**config.mk**
```make
export PLATFORM = sky130hd
export DESIGN_NAME = dus_ctrl
export DESIGN_NICKNAME = d
export VERILOG_FILES = /design/src/rtl/core/duration_uniformity_split_defines.svh /design/src/rtl/core/dus_pkg.sv /design/src/rtl/core/dus_ctrl.sv
export SDC_FILE = /design/constraint.sdc
export NUM_CORES = 1
export LEC_CHECK = 0
export BUFFER_PORTS_ARGS = -buffer_cell sky130_fd_sc_hd__buf_4
export CORE_AREA = 2 2 47 49
export DETAILED_ROUTE_END_ITERATION = 16
export DIE_AREA = 0 0 49 51
export GPL_ROUTABILITY_DRIVEN = 1
export GPL_TIMING_DRIVEN = 1
export HOLD_SLACK_MARGIN = 0.12
export PLACE_DENSITY = 0.69
export SYNTH_ARGS = -nofsm -noshare
export SYNTH_HDL_FRONTEND = slang
export SYNTH_SLANG_ARGS = --single-unit
```
**constraint.sdc**
```tcl
create_clock -name clk -period 4.1 [get_ports clk]
set_clock_uncertainty 0.1 [all_clocks]
set_input_delay 0.205 -clock clk [delete_from_list [all_inputs] [get_ports clk]]
set_output_delay 0.205 -clock clk [all_outputs]
set_load 0.02 [all_outputs]
```
**src/rtl/core/duration_uniformity_split_defines.svh**
```systemverilog
// Assertion macros shared by the duration uniformity split RTL.
`ifndef DURATION_UNIFORMITY_SPLIT_DEFINES_SVH
`define DURATION_UNIFORMITY_SPLIT_DEFINES_SVH

// Same-cycle implication, checked on every rising edge outside reset.
`define DUS_ASSERT_NOW(lbl, ante, cons, msg) \
  lbl: assert property (@(posedge clk) disable iff (rst) (ante) |-> (cons)) else $error(msg);

// Next-cycle implication, checked on every rising edge outside reset.
`define DUS_ASSERT_NEXT(lbl, ante, cons, msg) \
  lbl: assert property (@(posedge clk) disable iff (rst) (ante) |=> (cons)) else $error(msg);

`endif

```
**src/rtl/core/dus_pkg.sv**
```systemverilog
// Package: sizes, payload types, controller states and datapath commands.
`timescale 1ns / 1ps
package dus_pkg;

  localparam int MAX_NOTES = 64;
  localparam int DUR_W     = 24;
  localparam int FRAC_BITS = 16;

  localparam int AW        = $clog2(MAX_NOTES);
  localparam int CW        = $clog2(MAX_NOTES + 1);
  localparam int PVW       = FRAC_BITS + 1;
  localparam int SUMW      = PVW + AW;
  localparam int PAIR_NUMW = DUR_W + FRAC_BITS;
  localparam int NUMW      = (PAIR_NUMW > SUMW) ? PAIR_NUMW : SUMW;
  localparam int DSW       = (DUR_W > CW) ? DUR_W : CW;
  localparam int ITW       = $clog2(NUMW + 1);
  localparam int PV_DEPTH  = 1 << (2 * AW);

  localparam logic [PVW-1:0] Q_ONE = {1'b1, {FRAC_BITS{1'b0}}};

  typedef struct packed {
    logic [23:0] note_length;
    logic        last_note;
  } note_t;

  typedef struct packed {
    logic [16:0] whole_score;
    logic [5:0]  best_split;
    logic [16:0] split_score;
    logic        overflowed;
  } result_t;

  typedef enum logic [4:0] {
    ST_IDLE, ST_PAIR_RD, ST_PAIR_EVAL, ST_PAIR_DIV, ST_PAIR_WR1, ST_PAIR_WR2,
    ST_END_INIT, ST_SC_START, ST_ROW_START, ST_ROW_RD, ST_ROW_ACC, ST_ROW_DIV,
    ST_ROW_DWAIT, ST_TOT_DIV, ST_TOT_DWAIT, ST_SC_DONE, ST_FINISH
  } state_t;

  typedef enum logic [1:0] {
    JOB_WHOLE, JOB_LEFT, JOB_RIGHT
  } job_t;

  typedef enum logic [4:0] {
    OP_NONE, OP_LOAD, OP_PAIR_RD, OP_PAIR_EVAL, OP_PAIR_DWAIT, OP_PAIR_WR1,
    OP_PAIR_WR2, OP_END_INIT, OP_SC_START, OP_ROW_START, OP_ROW_RD, OP_ROW_ACC,
    OP_ROW_DIV, OP_ROW_DWAIT, OP_TOT_DIV, OP_TOT_DWAIT, OP_KEEP_WHOLE,
    OP_KEEP_LEFT, OP_KEEP_RIGHT, OP_FINISH
  } op_t;

  typedef struct packed {
    logic full;
    logic empty;
    logic pair_trivial;
    logic pair_last;
    logic div_done;
    logic short_part;
    logic row_last;
    logic part_last;
    logic few_notes;
    logic split_last;
    logic out_free;
  } dp_status_t;

endpackage

```
**src/rtl/core/dus_ctrl.sv**
```systemverilog
// Controller state machine: sequences note loading and run scoring.
`timescale 1ns / 1ps
module dus_ctrl import dus_pkg::*; (
  input  logic       clk,
  input  logic       rst,
  input  logic       note_valid,
  input  logic       last_note,
  output logic       note_ready,
  input  dp_status_t stat,
  output op_t        op
);

  state_t state, state_next;
  job_t   job, job_next;
  logic   run_last, run_last_next;
  logic   accept;

  assign accept = note_valid && note_ready;

  always_ff @(posedge clk) begin
    if (rst) begin
      state    <= ST_IDLE;
      job      <= JOB_WHOLE;
      run_last <= 1'b0;
    end else begin
      state    <= state_next;
      job      <= job_next;
      run_last <= run_last_next;
    end
  end

  always_comb begin
    state_next    = state;
    job_next      = job;
    run_last_next = run_last;
    case (state)
      ST_IDLE: begin
        if (accept) begin
          run_last_next = last_note;
          if (!stat.full && !stat.empty) begin
            state_next = ST_PAIR_RD;
          end else if (last_note) begin
            state_next = ST_END_INIT;
          end
        end
      end
      ST_PAIR_RD:   state_next = ST_PAIR_EVAL;
      ST_PAIR_EVAL: state_next = stat.pair_trivial ? ST_PAIR_WR1 : ST_PAIR_DIV;
      ST_PAIR_DIV: begin
        if (stat.div_done) begin
          state_next = ST_PAIR_WR1;
        end
      end
      ST_PAIR_WR1:  state_next = ST_PAIR_WR2;
      ST_PAIR_WR2: begin
        if (!stat.pair_last) begin
          state_next = ST_PAIR_RD;
        end else begin
          state_next = run_last ? ST_END_INIT : ST_IDLE;
        end
      end
      ST_END_INIT: begin
        job_next   = JOB_WHOLE;
        state_next = ST_SC_START;
      end
      ST_SC_START:  state_next = stat.short_part ? ST_SC_DONE : ST_ROW_START;
      ST_ROW_START: state_next = ST_ROW_RD;
      ST_ROW_RD:    state_next = ST_ROW_ACC;
      ST_ROW_ACC:   state_next = stat.row_last ? ST_ROW_DIV : ST_ROW_RD;
      ST_ROW_DIV:   state_next = ST_ROW_DWAIT;
      ST_ROW_DWAIT: begin
        if (stat.div_done) begin
          state_next = stat.part_last ? ST_TOT_DIV : ST_ROW_START;
        end
      end
      ST_TOT_DIV:   state_next = ST_TOT_DWAIT;
      ST_TOT_DWAIT: begin
        if (stat.div_done) begin
          state_next = ST_SC_DONE;
        end
      end
      ST_SC_DONE: begin
        case (job)
          JOB_WHOLE: begin
            job_next   = JOB_LEFT;
            state_next = stat.few_notes ? ST_FINISH : ST_SC_START;
          end
          JOB_LEFT: begin
            job_next   = JOB_RIGHT;
            state_next = ST_SC_START;
          end
          default: begin
            job_next   = JOB_LEFT;
            state_next = stat.split_last ? ST_FINISH : ST_SC_START;
          end
        endcase
      end
      ST_FINISH: begin
        if (stat.out_free) begin
          state_next = ST_IDLE;
        end
      end
      default: state_next = ST_IDLE;
    endcase
  end

  always_comb begin
    note_ready = (state == ST_IDLE);
    op         = OP_NONE;
    case (state)
      ST_IDLE:      op = accept ? OP_LOAD : OP_NONE;
      ST_PAIR_RD:   op = OP_PAIR_RD;
      ST_PAIR_EVAL: op = OP_PAIR_EVAL;
      ST_PAIR_DIV:  op = OP_PAIR_DWAIT;
      ST_PAIR_WR1:  op = OP_PAIR_WR1;
      ST_PAIR_WR2:  op = OP_PAIR_WR2;
      ST_END_INIT:  op = OP_END_INIT;
      ST_SC_START:  op = OP_SC_START;
      ST_ROW_START: op = OP_ROW_START;
      ST_ROW_RD:    op = OP_ROW_RD;
      ST_ROW_ACC:   op = OP_ROW_ACC;
      ST_ROW_DIV:   op = OP_ROW_DIV;
      ST_ROW_DWAIT: op = OP_ROW_DWAIT;
      ST_TOT_DIV:   op = OP_TOT_DIV;
      ST_TOT_DWAIT: op = OP_TOT_DWAIT;
      ST_SC_DONE: begin
        case (job)
          JOB_WHOLE: op = OP_KEEP_WHOLE;
          JOB_LEFT:  op = OP_KEEP_LEFT;
          default:   op = OP_KEEP_RIGHT;
        endcase
      end
      ST_FINISH:    op = stat.out_free ? OP_FINISH : OP_NONE;
      default:      op = OP_NONE;
    endcase
  end

endmodule

```
==> metrics.txt, run 1 <==
# TYPE chip_impl_metric gauge
chip_impl_info{name="crit_path_cell_trace",value="nor2b_1 > and2_1 > and3_1 > o21ai_0 > o21ai_0 > buf_4"} 1
chip_impl_metric{name="fp.dieArea",unit="um^2"} 2500
chip_impl_metric{name="mappedNetlistNets",unit=""} 128
chip_impl_info{name="cts_tree",value="done"} 1
chip_impl_metric{name="drtIter0Drc",unit=""} 48
chip_impl_info{name="synth_flop_cell",value="sky130_fd_sc_hd__dfxtp_1"} 1
chip_impl_info{name="crit_slowest_cell",value="sky130_fd_sc_hd__dfxtp_1"} 1
chip_impl_metric{name="drtPass1Iterations",unit=""} 4
chip_impl_metric{name="placement.setup.worst_slack",unit="ps"} 2040
chip_impl_metric{name="dpl.hpwl",unit="mm"} 1.55
chip_impl_metric{name="slew_viol_final",unit=""} 0
chip_impl_metric{name="finalCritPeriodShare",unit=""} 0.566
chip_impl_metric{name="layout_nets",unit=""} 146
chip_impl_metric{name="postSynthCellCount",unit=""} 113
chip_impl_metric{name="cts_resized",unit=""} 0
chip_impl_metric{name="crit_path_max_fanout",unit=""} 16
chip_impl_metric{name="finalInstanceArea",unit="um^2"} 958
chip_impl_metric{name="clock_tree.buffer_depth",unit=""} 2
chip_impl_metric{name="chipHeight",unit="um"} 51
chip_impl_metric{name="critical_path.n_buffers_inverters",unit=""} 1
chip_impl_metric{name="drv_cap",unit=""} 0
chip_impl_metric{name="place_congestion",unit=""} 0.881
chip_impl_metric{name="hold_violations",unit=""} 0
chip_impl_metric{name="grt_antenna_before_repair",unit=""} 0
chip_impl_info{name="holdCritPathClass",value="in2reg"} 1
chip_impl_metric{name="worstMarginPinSlew",unit="ps"} 693
chip_impl_metric{name="core-area",unit="um^2"} 2060
chip_impl_metric{name="p_per_area",unit="nW/um^2"} 542
chip_impl_metric{name="ctsHtreeMaxLevel",unit=""} 1
chip_impl_metric{name="max_clock_freq",unit="MHz"} 431
chip_impl_metric{name="grt_usage",unit=""} 0.176
chip_impl_metric{name="synth-seq-area-share",unit=""} 0.209
chip_impl_metric{name="post-route-util",unit=""} 0.465
chip_impl_metric{name="grt_max_degree",unit=""} 24
chip_impl_metric{name="drcViolationCount",unit=""} 0
chip_impl_metric{name="synth_enable_flop_cells",unit=""} 0
chip_impl_metric{name="row_count",unit=""} 17
chip_impl_metric{name="worst_path_largest_cell_delay",unit="ps"} 610
chip_impl_metric{name="finalSetupViolCount",unit=""} 0
chip_impl_metric{name="period_needed",unit="ps"} 2320
chip_impl_metric{name="yosysWarningCount",unit=""} 0
chip_impl_metric{name="synth.lib_cells_used.distinct",unit=""} 37
chip_impl_metric{name="clk_latency",unit="ps"} 270
chip_impl_metric{name="postSynthAreaPerCell",unit="um^2"} 6.79
chip_impl_metric{name="postSynthRegisterBits",unit=""} 8
chip_impl_metric{name="layout-drive-gt1-share",unit=""} 0.186
chip_impl_metric{name="first_global_vias",unit=""} 786
chip_impl_metric{name="ir_worst_vdd",unit="mV"} 0.340
chip_impl_metric{name="vias",unit=""} 923
chip_impl_metric{name="clk_pin_slew",unit="ps"} 60
chip_impl_metric{name="initial_core_util",unit=""} 0.372
chip_impl_info{name="path_delay_family",value="simple AND/OR/NAND/NOR gates"} 1
chip_impl_metric{name="place.port_buffers",unit=""} 20
chip_impl_info{name="worstSetupStartpointType",value="flip-flop"} 1
chip_impl_metric{name="synth_async_sr_flop_share",unit=""} 0
chip_impl_metric{name="routedWlPerCell",unit="um"} 13.7
chip_impl_info{name="result_of_the_run",value="completed"} 1
chip_impl_info{name="worst-setup-path-type",value="reg2out"} 1
chip_impl_metric{name="fin_setup_tns",unit="ps"} 0
chip_impl_metric{name="slew-limit-headroom",unit=""} 0.537
chip_impl_info{name="setup.worst_path.end_class",value="output port"} 1
chip_impl_metric{name="layout-area-overhead-vs-synth",unit="%"} 25.0
chip_impl_metric{name="mappedNetlistArea",unit="um^2"} 767
chip_impl_metric{name="diodes",unit=""} 0
chip_impl_metric{name="grt_remaining_overflow",unit=""} 0
chip_impl_metric{name="cts.sinks",unit=""} 8
chip_impl_info{name="clk_root_buffer_cell",value="sky130_fd_sc_hd__clkbuf_4"} 1
chip_impl_metric{name="dpl_cell_area",unit="um^2"} 916
chip_impl_metric{name="nFillCells",unit=""} 215
chip_impl_metric{name="vias_per_cell",unit=""} 5.88
chip_impl_metric{name="crit_arrival",unit="ps"} 2020
chip_impl_metric{name="crit_required",unit="ps"} 3800
chip_impl_metric{name="design.portCount",unit=""} 21
chip_impl_metric{name="finalWirelength",unit="mm"} 2.15
chip_impl_metric{name="finalPower",unit="uW"} 520
chip_impl_info{name="rsz0062_at_grt",value="false"} 1
chip_impl_info{name="path_common_cell",value="sky130_fd_sc_hd__o21ai_0"} 1
chip_impl_metric{name="route.antenna.remaining_nets",unit=""} 0
chip_impl_metric{name="grt_pass1_wl",unit="mm"} 3.42
chip_impl_metric{name="leakage",unit="nW"} 0.419
chip_impl_metric{name="die_span_x",unit="um"} 49
chip_impl_metric{name="setup_slack",unit="ps"} 1780
chip_impl_metric{name="numCtsBuffers",unit=""} 3
logic make-up (layout without fill, tap and decap cells):
group	Yosys count	count (layout)	share of synthesized area
buf+inv	11	27	0.0571
mux	1	1	0.0131
compound gates	38	38	0.349
simple gates	53	53	0.349
flops	8	8	0.209
xor+xnor	2	2	0.0228
per-stage QoR:
step / hold WS [ps] / instances
2_1_floorplan: 174 / 113
3_3_place_gp: 347 / 152
3_5_place_dp: 350 / 152
4_1_cts: 177 / 157
5_1_grt: 190 / 157
6_report: 173 / 157
cell usage after synthesis, types with 3 or more instances:
| master | count | area [um^2] |
|---|---|---|
| sky130_fd_sc_hd__a21o_1 | 3 | 22.5 |
| sky130_fd_sc_hd__a21oi_1 | 7 | 35.0 |
| sky130_fd_sc_hd__a31oi_1 | 3 | 18.8 |
| sky130_fd_sc_hd__and3_1 | 3 | 18.8 |
| sky130_fd_sc_hd__clkbuf_1 | 6 | 22.5 |
| sky130_fd_sc_hd__dfxtp_1 | 8 | 160 |
| sky130_fd_sc_hd__nand2_1 | 8 | 30.0 |
| sky130_fd_sc_hd__nand3_1 | 5 | 25.0 |
| sky130_fd_sc_hd__nor2_1 | 17 | 63.8 |
| sky130_fd_sc_hd__nor2b_1 | 9 | 56.3 |
| sky130_fd_sc_hd__o21ai_0 | 7 | 35.0 |
worst paths after layout:
| path | from | end | slack, ps | cells past startpoint |
|---|---|---|---|---|
| worst max-delay path | state[1] | op[0] | 1780 | 6 |
| worst max register to register | state[0] | state[2] | 2010 | 4 |
| worst min-delay path | stat[0] | state[4] | 170 | 3 |
| worst min register to register | run_last | run_last | 400 | 2 |
tightest hold or removal path: stages:
cell and delay, ps:
sky130_fd_sc_hd__buf_4 90, sky130_fd_sc_hd__o32ai_1 80, sky130_fd_sc_hd__nor2b_1 130
per-layer routing:
layer  track usage  wire length, um  up-vias  share of wire
li1              -                -      452              -
met2         0.295             1030       38           0.48
met3        0.0585              162        2          0.075
met5             0                0        -              0
met1         0.215              944      431           0.44
met4        0.0476               12        0         0.0056
state kept, by name (all words and copies together) (netlist names):
register / cells
run_last: 1
job: 2
state: 5
repair_timing:
action | CTS | global route
endpoints found under the setup margin | 0 | 0
hold buffers | 2 | 0
buffers inserted | 0 | 0
hold endpoints to repair | 6 | 0
where the power goes:
group	leakage, nW	internal [mW]	switching (mW)	total, mW
Clock	0.0138	0.0339	0.0332	0.0671
Sequential	0.0652	0.0925	0.0617	0.154
Combinational	0.340	0.143	0.156	0.298
Total	0.419	0.269	0.251	0.520
cell type report:
type | count | area (um^2) | share of cell area
Inverter | 2 | 7.51 | 0.00783
Sequential cell | 8 | 160 | 0.167
Clock buffer | 3 | 22.5 | 0.0235
Multi-Input combinational cell | 94 | 563 | 0.587
Tap cell | 28 | 35.0 | 0.0366
Timing Repair Buffer | 22 | 170 | 0.178
cells in the final DEF, fill, tap and decap left out, types with 3 or more instances in the layout:
master                     instances
sky130_fd_sc_hd__nand3_1           5
sky130_fd_sc_hd__nand2_1           8
sky130_fd_sc_hd__a31oi_1           3
sky130_fd_sc_hd__buf_4            20
sky130_fd_sc_hd__a21oi_1           7
sky130_fd_sc_hd__clkbuf_4          3
sky130_fd_sc_hd__nor2_1           17
sky130_fd_sc_hd__dfxtp_1           8
sky130_fd_sc_hd__and3_1            3
sky130_fd_sc_hd__a21o_1            3
sky130_fd_sc_hd__nor2b_1           9
sky130_fd_sc_hd__o21ai_0           7
Note: power is estimated with default switching activity, not from simulation.
==> run 2, diff against run 1 <==
--- a/config.mk
+++ b/config.mk
@@ -5,14 +5,15 @@
 export SDC_FILE = /design/constraint.sdc
 export NUM_CORES = 1
 export LEC_CHECK = 0
+export ABC_AREA = 1
 export BUFFER_PORTS_ARGS = -buffer_cell sky130_fd_sc_hd__buf_4
-export CORE_AREA = 2 2 47 49
+export CORE_AREA = 2 2 49 51
 export DETAILED_ROUTE_END_ITERATION = 16
-export DIE_AREA = 0 0 49 51
+export DIE_AREA = 0 0 51 53
 export GPL_ROUTABILITY_DRIVEN = 1
 export GPL_TIMING_DRIVEN = 1
 export HOLD_SLACK_MARGIN = 0.12
-export PLACE_DENSITY = 0.69
+export PLACE_DENSITY = 0.68
 export SYNTH_ARGS = -nofsm -noshare
 export SYNTH_HDL_FRONTEND = slang
 export SYNTH_SLANG_ARGS = --single-unit
==> constraint.sdc (replaced) <==
create_clock -name clk -period 2.4 [get_ports clk]
set_clock_uncertainty 0.1 [all_clocks]
set_input_delay 0.12 -clock clk [delete_from_list [all_inputs] [get_ports clk]]
set_output_delay 0.12 -clock clk [all_outputs]
set_load 0.02 [all_outputs]
==> run 2 against run 1 <==
Effect of this change: area after synthesis is 9.3% higher; total power is 100% higher; critical path depth is 1 higher; global-route usage is 2.2 points higher; largest cell class unchanged; flip-flop and latch count stayed put; first-iteration DRC count is 21% lower; wire length is 12% higher; utilization is 3.2 points higher; design area is 11% higher; non-clock buffer count is 2 higher; hold slack worse by 20 ps.
==> metrics.txt, run 2 <==
# TYPE chip_impl_metric gauge
chip_impl_metric{name="p_per_area",unit="nW/um^2"} 996
chip_impl_info{name="critical_path.startpoint",value="state[1]"} 1
chip_impl_metric{name="fp.dieArea",unit="um^2"} 2700
chip_impl_metric{name="place.port_buffers",unit=""} 20
chip_impl_metric{name="synth_enable_flop_cells",unit=""} 0
chip_impl_metric{name="cts.sinks",unit=""} 8
chip_impl_info{name="yosysMostFrequentCell",value="sky130_fd_sc_hd__nand2_1"} 1
chip_impl_info{name="synth_flop_cell",value="sky130_fd_sc_hd__dfxtp_1"} 1
chip_impl_metric{name="route.antenna.remaining_nets",unit=""} 0
chip_impl_metric{name="synth-seq-area-share",unit=""} 0.191
chip_impl_metric{name="leakage",unit="nW"} 0.553
chip_impl_metric{name="switchingPower",unit="uW"} 571
chip_impl_metric{name="numCtsBuffers",unit=""} 3
chip_impl_metric{name="finalInstanceArea",unit="um^2"} 1070
chip_impl_metric{name="first_global_vias",unit=""} 918
chip_impl_metric{name="grt_remaining_overflow",unit=""} 0
chip_impl_metric{name="mappedNetlistNets",unit=""} 155
chip_impl_metric{name="ctsHtreeMaxLevel",unit=""} 1
chip_impl_metric{name="crit_arrival",unit="ps"} 1770
chip_impl_metric{name="crit_required",unit="ps"} 2180
chip_impl_metric{name="die_span_x",unit="um"} 51
chip_impl_metric{name="grt_usage",unit=""} 0.198
chip_impl_metric{name="postSynthRegisterBits",unit=""} 8
chip_impl_info{name="yosys.area.top_type",value="sky130_fd_sc_hd__dfxtp_1"} 1
chip_impl_metric{name="design.portCount",unit=""} 21
chip_impl_info{name="worstSetupStartpointType",value="flip-flop"} 1
chip_impl_metric{name="slew-limit-headroom",unit=""} 0.705
chip_impl_metric{name="cts_resized",unit=""} 0
chip_impl_metric{name="synth_async_sr_flop_share",unit=""} 0
chip_impl_metric{name="clk_pin_slew",unit="ps"} 60
chip_impl_info{name="hold_path_startpoint",value="stat[1]"} 1
chip_impl_metric{name="slew_viol_final",unit=""} 0
chip_impl_metric{name="core-area",unit="um^2"} 2150
chip_impl_info{name="biggest_register",value="state"} 1
chip_impl_metric{name="mappedNetlistArea",unit="um^2"} 838
chip_impl_metric{name="period_needed",unit="ps"} 1990
chip_impl_info{name="holdCritPathClass",value="in2reg"} 1
chip_impl_metric{name="yosysWarningCount",unit=""} 0
chip_impl_info{name="crit_slowest_cell",value="sky130_fd_sc_hd__dfxtp_1"} 1
chip_impl_metric{name="worst_path_largest_cell_delay",unit="ps"} 590
chip_impl_metric{name="vias_per_cell",unit=""} 5.10
chip_impl_info{name="synth_top_cells_by_count",value="sky130_fd_sc_hd__nand2_1, sky130_fd_sc_hd__inv_1, sky130_fd_sc_hd__nor2_1"} 1
chip_impl_metric{name="pwr-share-seq",unit=""} 0.221
chip_impl_metric{name="grt_max_degree",unit=""} 13
chip_impl_metric{name="post_cts_buffers",unit=""} 0
chip_impl_metric{name="worstMarginPinSlew",unit="ps"} 442
chip_impl_metric{name="place_congestion",unit=""} 1.01
chip_impl_metric{name="drtPass1Iterations",unit=""} 4
chip_impl_metric{name="chipHeight",unit="um"} 53
chip_impl_metric{name="dpl_cell_area",unit="um^2"} 1000
chip_impl_metric{name="vias",unit=""} 985
chip_impl_info{name="layout_commonest_cell",value="sky130_fd_sc_hd__nand2_1"} 1
chip_impl_metric{name="pwr-share-comb",unit=""} 0.677
chip_impl_info{name="most-common-layout-cells",value="sky130_fd_sc_hd__nand2_1, sky130_fd_sc_hd__buf_4, sky130_fd_sc_hd__inv_1"} 1
chip_impl_metric{name="internal_power_consumption",unit="uW"} 492
chip_impl_metric{name="clk_latency",unit="ps"} 260
chip_impl_metric{name="hold_ws",unit="ps"} 153
chip_impl_metric{name="initial_core_util",unit=""} 0.390
chip_impl_metric{name="finalSetupViolCount",unit=""} 0
chip_impl_metric{name="synth.lib_cells_used.distinct",unit=""} 26
chip_impl_metric{name="finalWirelength",unit="mm"} 2.41
chip_impl_metric{name="drv_cap",unit=""} 0
chip_impl_info{name="synth_area_leaders",value="sky130_fd_sc_hd__dfxtp_1, sky130_fd_sc_hd__nand2_1, sky130_fd_sc_hd__inv_1"} 1
chip_impl_metric{name="clock_tree.buffer_depth",unit=""} 2
chip_impl_metric{name="post-synth-top-area-fraction",unit=""} 0.191
chip_impl_metric{name="fin_setup_tns",unit="ps"} 0
chip_impl_metric{name="grt_pass1_wl",unit="mm"} 4.00
chip_impl_metric{name="finalPower",unit="mW"} 1.06
chip_impl_metric{name="diodes",unit=""} 0
chip_impl_info{name="cts_tree",value="done"} 1
chip_impl_metric{name="row_count",unit=""} 17
chip_impl_metric{name="swShare",unit=""} 0.538
chip_impl_metric{name="routedWlPerCell",unit="um"} 12.5
chip_impl_metric{name="p_clk_frac",unit=""} 0.102
chip_impl_metric{name="drtIter0Drc",unit=""} 38
chip_impl_info{name="setup.worst_path.end_class",value="output port"} 1
chip_impl_info{name="worst-setup-path-type",value="reg2out"} 1
chip_impl_info{name="rsz0062_at_grt",value="false"} 1
chip_impl_metric{name="postSynthAreaPerCell",unit="um^2"} 5.99
chip_impl_metric{name="hold_violations",unit=""} 0
chip_impl_metric{name="layout-area-overhead-vs-synth",unit="%"} 27.3
chip_impl_metric{name="ir_worst_vdd",unit="mV"} 0.524
chip_impl_metric{name="largest_register_ff_count",unit=""} 5
chip_impl_metric{name="crit_path_max_fanout",unit=""} 9
chip_impl_metric{name="layout-drive-gt1-share",unit=""} 0.327
chip_impl_metric{name="grt_antenna_before_repair",unit=""} 0
chip_impl_info{name="critical_path.reg2reg.startpoint",value="state[1]"} 1
chip_impl_metric{name="dpl.hpwl",unit="mm"} 1.99
chip_impl_metric{name="postSynthCellCount",unit=""} 140
chip_impl_info{name="result_of_the_run",value="completed"} 1
chip_impl_metric{name="layout_nets",unit=""} 182
chip_impl_info{name="largest_registers",value="state x5, job x2, run_last x1"} 1
chip_impl_metric{name="drcViolationCount",unit=""} 0
chip_impl_metric{name="finalCritPeriodShare",unit=""} 0.828
chip_impl_info{name="crit_path_cell_trace",value="inv_2 > nor2_2 > nand3_4 > nand2_2 > a31oi_1 > nand3b_1 > buf_4"} 1
chip_impl_metric{name="max_clock_freq",unit="MHz"} 503
chip_impl_info{name="clk_root_buffer_cell",value="sky130_fd_sc_hd__clkbuf_4"} 1
run 2: cell count changes after synthesis, sizes merged, moves of 3 or more:
cell,change
a21o,-3
nor2b,-9
nand2,+31
and3,-3
nor2,+7
nand3,+7
inv,+24
nand4,+5
o21ai,-4
clkbuf,-6
run 2: what timing repair did:
| action | in CTS | in global routing |
|---|---|---|
| hold endpoints to repair | 8 | 0 |
| hold buffers | 4 | 0 |
| endpoints found under the setup margin | 0 | 0 |
run 2: logic make-up after synthesis:
family,after synthesis,synth area share
buffers and inverters,28,0.139
AND/OR/NAND/NOR,88,0.548
AO/OA/AOI/OAI,16,0.122
flip-flops,8,0.191
run 2: metrics by stage:
stage	instances	utilization	setup WS, ps
after global placement	186	0.468	730
after global routing	193	0.497	328
after floorplan	140	-	916
final	193	0.497	412
after detailed placement	186	0.468	725
after CTS	193	0.497	434
run 2: layer usage:
layer  part of all wire  track usage  vias to the layer above  wire length, um
li1                   -            -                      505                -
met1               0.44        0.237                      441             1060
met2               0.50        0.364                       35             1210
met3              0.050       0.0311                        4              121
met4              0.010       0.0541                        0               25
met5                  0            0                        -                0
run 2: critical path, delay by kind of cell (launching register included):
kind,cells,cell delay [ps]
compound gates,1,60
buf+inv,2,240
flops,1,590
simple gates,4,610
run 2: final cells by class:
class / instances / area, um^2
multi-input cells: 104 / 562
fillers: 227 / 1080
well taps: 28 / 35.0
flip-flops and latches: 8 / 160
repair buffers: 24 / 190
clock buffers: 3 / 22.5
inverters: 26 / 97.6
run 2: final timing paths:
path | endpoint | slack, ps | depth (start not counted)
max | op[3] | 410 | 7
min | state[4] | 150 | 4
max reg2reg | state[0] | 760 | 9
min reg2reg | job[0] | 470 | 2
run 2: power groups by stage:
stage	sequential, mW	clock, mW	combinational [mW]
6_report	0.235	0.108	0.720
5_1_grt	0.240	0.116	0.793
4_1_cts	0.232	0.111	0.714
3_5_place_dp	0.234	0	0.706
3_3_place_gp	0.234	0	0.715
2_1_floorplan	0.196	0	0.539
